===== src/hw/rtl/ttc_pkg.sv =====
`timescale 1ns / 1ps
package ttc_pkg;
    typedef logic signed [32:0] delta_t;
    typedef logic signed [66:0] wide_t;
    localparam int NORM_TOP_BIT = 29;

    typedef struct packed {
        logic [31:0]        vertex_index;
        logic signed [31:0] pos_x;
        logic signed [31:0] pos_y;
        logic signed [31:0] pos_z;
        logic signed [31:0] tex_s;
        logic signed [31:0] tex_t;
    } vertex_t;

    typedef struct packed {
        logic [31:0]        out_index;
        logic signed [15:0] tangent_x;
        logic signed [15:0] tangent_y;
        logic signed [15:0] tangent_z;
        logic               degenerate;
        logic               last_of_triangle;
    } result_t;

    // controller to datapath commands
    typedef struct packed {
        logic       hold0;
        logic       hold1;
        logic       load_third;
        logic [3:0] step;
        logic       sqrt_start;
        logic       sqrt_step;
        logic       div_start;
        logic       div_step;
        logic [1:0] div_sel;
    } dp_cmd_t;
endpackage


===== src/hw/rtl/ttc_ctrl.sv =====
`timescale 1ns / 1ps
module ttc_ctrl (
    input  logic             clk,
    input  logic             rst_n,
    input  logic             in_valid,
    output logic             in_ready,
    output logic             out_valid,
    input  logic             out_ready,
    output logic [1:0]       out_sel,
    output ttc_pkg::dp_cmd_t cmd
);
    import ttc_pkg::*;

    localparam logic [2:0] ST_IDLE = 3'd0;
    localparam logic [2:0] ST_ARITH = 3'd1;
    localparam logic [2:0] ST_SQRT = 3'd2;
    localparam logic [2:0] ST_DIV = 3'd3;
    localparam logic [2:0] ST_OUT = 3'd4;

    logic [2:0] state_reg, state_next;
    logic [1:0] corner_reg, corner_next;
    logic [3:0] step_reg, step_next;
    logic [5:0] cnt_reg, cnt_next;
    logic [1:0] sel_reg, sel_next;
    logic       acc;

    assign in_ready  = (state_reg == ST_IDLE);
    assign acc       = in_valid && in_ready;
    assign out_valid = (state_reg == ST_OUT);
    assign out_sel   = sel_reg;

    always_comb
    begin
        state_next  = state_reg;
        corner_next = corner_reg;
        step_next   = step_reg;
        cnt_next    = cnt_reg;
        sel_next    = sel_reg;
        cmd         = '0;
        cmd.step    = step_reg;
        cmd.div_sel = sel_reg;
        case (state_reg)
            ST_IDLE:
            begin
                if (acc)
                begin
                    cmd.hold0      = (corner_reg == 2'd0);
                    cmd.hold1      = (corner_reg == 2'd1);
                    cmd.load_third = (corner_reg == 2'd2);
                    if (corner_reg == 2'd2)
                    begin
                        corner_next = '0;
                        step_next   = 4'd1;
                        state_next  = ST_ARITH;
                    end
                    else
                    begin
                        corner_next = corner_reg + 2'd1;
                    end
                end
            end
            ST_ARITH:
            begin
                step_next = step_reg + 4'd1;
                if (step_reg == 4'd14)
                begin
                    step_next  = '0;
                    state_next = ST_SQRT;
                    cmd.sqrt_start = 1'b0;
                end
            end
            ST_SQRT:
            begin
                if (cnt_reg == 6'd0)
                begin
                    cmd.sqrt_start = 1'b1;
                    cnt_next = 6'd1;
                end
                else
                begin
                    cmd.sqrt_step = 1'b1;
                    cnt_next = cnt_reg + 6'd1;
                    if (cnt_reg == 6'd32)
                    begin
                        cnt_next   = '0;
                        sel_next   = '0;
                        state_next = ST_DIV;
                    end
                end
            end
            ST_DIV:
            begin
                if (cnt_reg == 6'd0)
                begin
                    cmd.div_start = 1'b1;
                    cnt_next = 6'd1;
                end
                else if (cnt_reg <= 6'd48)
                begin
                    cmd.div_step = 1'b1;
                    cnt_next = cnt_reg + 6'd1;
                end
                else
                begin
                    cmd.step = 4'd15;
                    cnt_next = '0;
                    if (sel_reg == 2'd2)
                    begin
                        sel_next   = '0;
                        state_next = ST_OUT;
                    end
                    else
                    begin
                        sel_next = sel_reg + 2'd1;
                    end
                end
            end
            ST_OUT:
            begin
                if (out_ready)
                begin
                    if (sel_reg == 2'd2)
                    begin
                        sel_next   = '0;
                        state_next = ST_IDLE;
                    end
                    else
                    begin
                        sel_next = sel_reg + 2'd1;
                    end
                end
            end
            default: state_next = ST_IDLE;
        endcase
    end

    always_ff @(posedge clk or negedge rst_n)
    begin
        if (!rst_n)
        begin
            state_reg  <= ST_IDLE;
            corner_reg <= '0;
            step_reg   <= '0;
            cnt_reg    <= '0;
            sel_reg    <= '0;
        end
        else
        begin
            state_reg  <= state_next;
            corner_reg <= corner_next;
            step_reg   <= step_next;
            cnt_reg    <= cnt_next;
            sel_reg    <= sel_next;
        end
    end
endmodule


===== config.mk =====
export PLATFORM = sky130hd
export DESIGN_NAME = ttc_ctrl
export DESIGN_NICKNAME = d
export VERILOG_FILES = /design/src/hw/rtl/ttc_pkg.sv /design/src/hw/rtl/ttc_ctrl.sv
export SDC_FILE = /design/constraint.sdc
export NUM_CORES = 1
export LEC_CHECK = 0
export BUFFER_PORTS_ARGS = -buffer_cell sky130_fd_sc_hd__clkbuf_2
export CAP_MARGIN = 20
export CORE_ASPECT_RATIO = 2
export CORE_UTILIZATION = 40
export CTS_CLUSTER_DIAMETER = 120
export DETAILED_ROUTE_END_ITERATION = 10
export GPL_ROUTABILITY_DRIVEN = 0
export SYNTH_ARGS = -nofsm -noshare
export SYNTH_HDL_FRONTEND = slang
export SYNTH_SLANG_ARGS = --single-unit

===== constraint.sdc =====
create_clock -name clk -period 2.5 [get_ports clk]
set_input_delay 0.5 -clock clk [delete_from_list [all_inputs] [get_ports clk]]
set_output_delay 0.5 -clock clk [all_outputs]
set_load 0.01 [all_outputs]

-- Word level (Yosys, flattened, before mapping)
Index checks and enable logic that the tools add are counted.
- register bits after elaboration: 17
- input bits: 4
- output and inout bits: 17
- word-level logic and storage cells: 80
- $add $sub $neg: 4
- magnitude comparators: 1
- eq/ne operators: 19
- mux-type cells: 40
- reduce and logical (&&, ||, !) cells: 11
- operators by type and width (operator ; number):
    3-bit two-way mux ; 12
    4-bit two-way mux ; 6
    6-bit two-way mux ; 4
    2-bit two-way mux ; 8
    3-bit case mux with 5 select lines ; 1
    2-bit != test (second input constant) ; 6
    6-bit case mux with 2 select lines ; 1
    10-bit AND reduction ; 1
    2-bit by 1-bit != test with 1-bit output (second input constant) ; 4
    4-bit case mux with 2 select lines ; 1
    6-bit by 1-bit adder with 6-bit output (second input constant) ; 1
    3-bit by 2-bit equality test with 1-bit output (second input constant) ; 2
    6-bit equality test (second input constant) ; 1
    6-bit less-or-equal comparator (second input constant) ; 1
    6-bit zero test ; 1
    1-bit two-way mux ; 6
    2-bit case mux with 3 select lines ; 1
    6-bit AND reduction ; 1
    2-bit by 1-bit adder with 2-bit output (second input constant) ; 2
    4-bit by 1-bit adder with 4-bit output (second input constant) ; 1
    2-bit equality test (second input constant) ; 2
    4-bit equality test (second input constant) ; 1
    2-bit nonzero test ; 2
    3-bit by 1-bit equality test with 1-bit output (second input constant) ; 1
    other kinds (8) ; 8

-- Longest topological paths before layout
- word-level depth: 5
- depth in mapped cells: 8
- mapped depth without buffers: 7

-- Worst setup path before layout
OpenSTA, ideal clock, no wires.
- path type: register to output
- start point: reg cnt_reg[0]
- end point: out cmd[3] (netlist name)
- arrival: 1.601 ns
- required time: 2.000 ns
- setup slack: 0.399 ns
- cell stages (with the launch flop): 7
- buffers on the path: 1
- cell sequence: dfrtp_1 -> inv_1 -> ha_1 -> or3b_1 -> buf_6 -> nor3_1 -> nor2b_1
- RTL lines (what ; RTL line ; source):
    from (decl) ; ttc_ctrl.sv:23 ; logic [5:0] cnt_reg, cnt_next;
    from (signal assigned) ; ttc_ctrl.sv:152 ; cnt_reg <= cnt_next;
    to (decl) ; ttc_ctrl.sv:10 ; output ttc_pkg::dp_cmd_t cmd

==> results.md <==
* DRC at 1
* Mean post-synth cell area at 8.39 um2
* Diodes inserted at 0
* Failing checks: DRC
* Cts hold-fix bufs at 0
* DP Worst Slack at 0.227 ns
* Clock transition at path regs at around 0.07 ns
* Crit share post-route at 94.2%
* CP Class: reg2out
* Seq pwr share at 56.3%
* Total power draw at 0.488 mW
* DR vias at 1158
* Slew headroom at 68.1%
* Max rail drop VDD at 339 uV
* Layout Cells excl Fill at 194
* Clock root buffer: clkbuf_8
* Max reg flops at 6
* TritonCTS clock tree: yes
* IO buf count at 20
* Clk_skew at 0.00117 ns
* Leading post-synthesis cells by cell area: dfrtp_1 (35%), nand2b_1 (5.1%), nand2_1 (4.0%)
* Data arrival, critical path at around 1.9 ns
* Row count at 28
* Slew at the pin closest to its max-slew limit at 0.475 ns
* Worst skew pair latency at 0.25 ns
* Setup TNS at 0 ns
* Routed Wire Length at 2900 um
* Max-slew violations at 0
* Fin util at 47.7%
* Max Cap Violations at 0
* Grt ovf at 0
* Vias in the first global route at 1062
* Worst EP required at approximately 2 ns
* Synth warnings at 0
* Height of the die at 80.3 um
* Pint at 0.388 mW
* Largest net degree at the start of global routing at 18
* Comb pwr share at 1.8%
* HP Class: in2async
* CP max FO at 8
* Final Hold Viols at 0
* Area Overhead vs Synth at 14.6%
* CP Cell Sequence: inv_1, ha_1, or3b_4, nand2_1, or3_4, nand2b_1, clkbuf_2
* Delay of the slowest cell on the worst path at 0.42 ns
* First-pass GRT wire length at 4750 um
* Core ar. at 2940 um2
* P_leak at 0.620 nW
* I/O pins at 21
* Post-Syn Area at 1220 um2
* Psw at roughly 0.10 mW
* Total CTS buffers at 3
* Avg Vias per Cell at 5.97
* TritonCTS Sinks at 17
* Final ANT Viol Nets at 0
* Setup crit end kind: primary output
* RSZ-0062 raised after global routing: no
* Leading cell type in the layout, fill and taps excluded: clkbuf_2
* Slowest CP cell: dfrtp_2
* Worst Path Buf+Inv at 2
* Clk pwr share at 41.8%
* Longest Clk Path Bufs at 2
* Max Fclk at between 0.4 and 0.5 GHz
* Critical path launch point type: flip-flop
* Mapped Nets at 152
* DIE AREA at approximately 3300 um2
* Share of cells above drive strength 1 at 21.3%
* TritonRoute pass-1 iters at 7
* Outcome: complete, but fails checks
* PwrDens at 348 nW/um2
* Synth cell types at 45
* Synth top area share at between 30% and 40%
* Final WS setup at ~0.15 ns
* Initial antenna violation count at 0
* Final Setup Violations at 0
* Switching share of total power at 20.5%
* WL/cell at ~15 um
* Post-Layout Inst Area at 1400 um2
* Min cycle time layout at 2.35 ns
* Hold slack at 0.177 ns
* Tot GR Track Use at approximately a fifth
* 1st-iter DRT viols at 24
* DIE WIDTH at 41.1 um
* Post-synthesis instance total at 146
* #FFs+latches synth at 17
* Placed cell count at 188
* Seq/Total Area, Yosys at 34.7%
* Placed cell areas at 1330 um2
* Nets at ~170
* Final HPWL DP at 2160 um
* Delay-heaviest family, CP: simple AND/OR/NAND/NOR gates
* Initial Util at 41.6%
* Post-synth top area cell: dfrtp_1
* Commonest non-fill, non-tap cells in the layout: clkbuf_2 (20), dfrtp_1 (16), nand2_1 (13), nand2b_1 (10), a21oi_1 (8)
* H-tree Lvls at 1
## final cells by class
class	count	area (um2)
Clock buffer	3	41.3
Clock inverter	1	5.00
Fill cell	307	1540
Inverter	5	18.8
Multi-Input combinational cell	113	737
Sequential cell	17	427
Tap cell	30	37.5
Timing Repair Buffer	25	138
## cells by family after synthesis
group / Yosys count / synth area share [%]
compound gates: 36 / 19.4
fa+ha+maj: 2 / 2.04
flops: 17 / 34.7
xor+xnor: 2 / 1.43
mux: 5 / 4.60
buf+inv: 16 / 6.13
simple gates: 68 / 31.7
## worst register-to-register path, cell delays in order, from the launching register on
cell and delay, ns:
dfrtp_2 0.45, inv_1 0.09, ha_1 0.14, or3b_4 0.42, buf_4 0.16, mux2i_2 0.15
nand2b_2 0.20, or3b_1 0.35, o311ai_1 0.24
## per-layer routing
| layer | vias to the layer above | global-route usage, % | wire (um) |
|---|---|---|---|
| li1 | 563 | - | - |
| met1 | 554 | 25.0 | 1150 |
| met2 | 31 | 33.0 | 1550 |
| met3 | 10 | 1.93 | 83 |
| met4 | 0 | 10.3 | 105 |
| met5 | - | 0 | 0 |
## cells in the mapped netlist (all sizes together)
cell and count:
and3 4, xor2 1, or4 1, buf 4
nor3 7, a22oi 2, nor2 5, o31ai 2
o21ai 8, a21boi 1, dfrtp 17, a21oi 8
mux2i 3, a31oi 1, nand3b 4, a22o 2
o41ai 1, o32a 1, nand4 2, ha 2
o311ai 2, xnor2 1, o22ai 3, and2 3
a221oi 1, nor2b 4, a211oi 1, or3 2
a21o 2, nand2b 11, mux2 2, nand2 13
clkbuf 7, or4b 1, a311o 1, nor3b 4
or3b 2, inv 5, nand3 5
## power groups by stage
stage	Clock, mW	Sequential, mW	Combinational [mW]
after floorplan	0	0.280	0.000674
after global placement	0	0.280	0.00941
after detailed placement	0	0.280	0.00945
after CTS	0.212	0.275	0.00946
after global routing	0.220	0.275	0.0106
final	0.204	0.275	0.00888
## what timing repair did
item,in CTS,in global routing
setup buffers,0,2
gates resized for setup,2,2
setup endpoints to repair,6,6
## path summary, 6_finish.rpt
path | from | to | slack [ns] | cells past startpoint
worst min register to register | corner_reg[0] | corner_reg[0] | 0.54 | 1
max in group asynchronous | rst_n | cnt_reg[0] | 2.00 | 1
worst max-delay path | cnt_reg[0] | cmd[9] | 0.15 | 7
worst max register to register | cnt_reg[0] | out_sel[0] | 0.21 | 8
worst min-delay path | rst_n | out_sel[0] | 0.18 | 1
min in group clk | corner_reg[0] | corner_reg[0] | 0.54 | 1
Power figures use the tool's default switching activity.
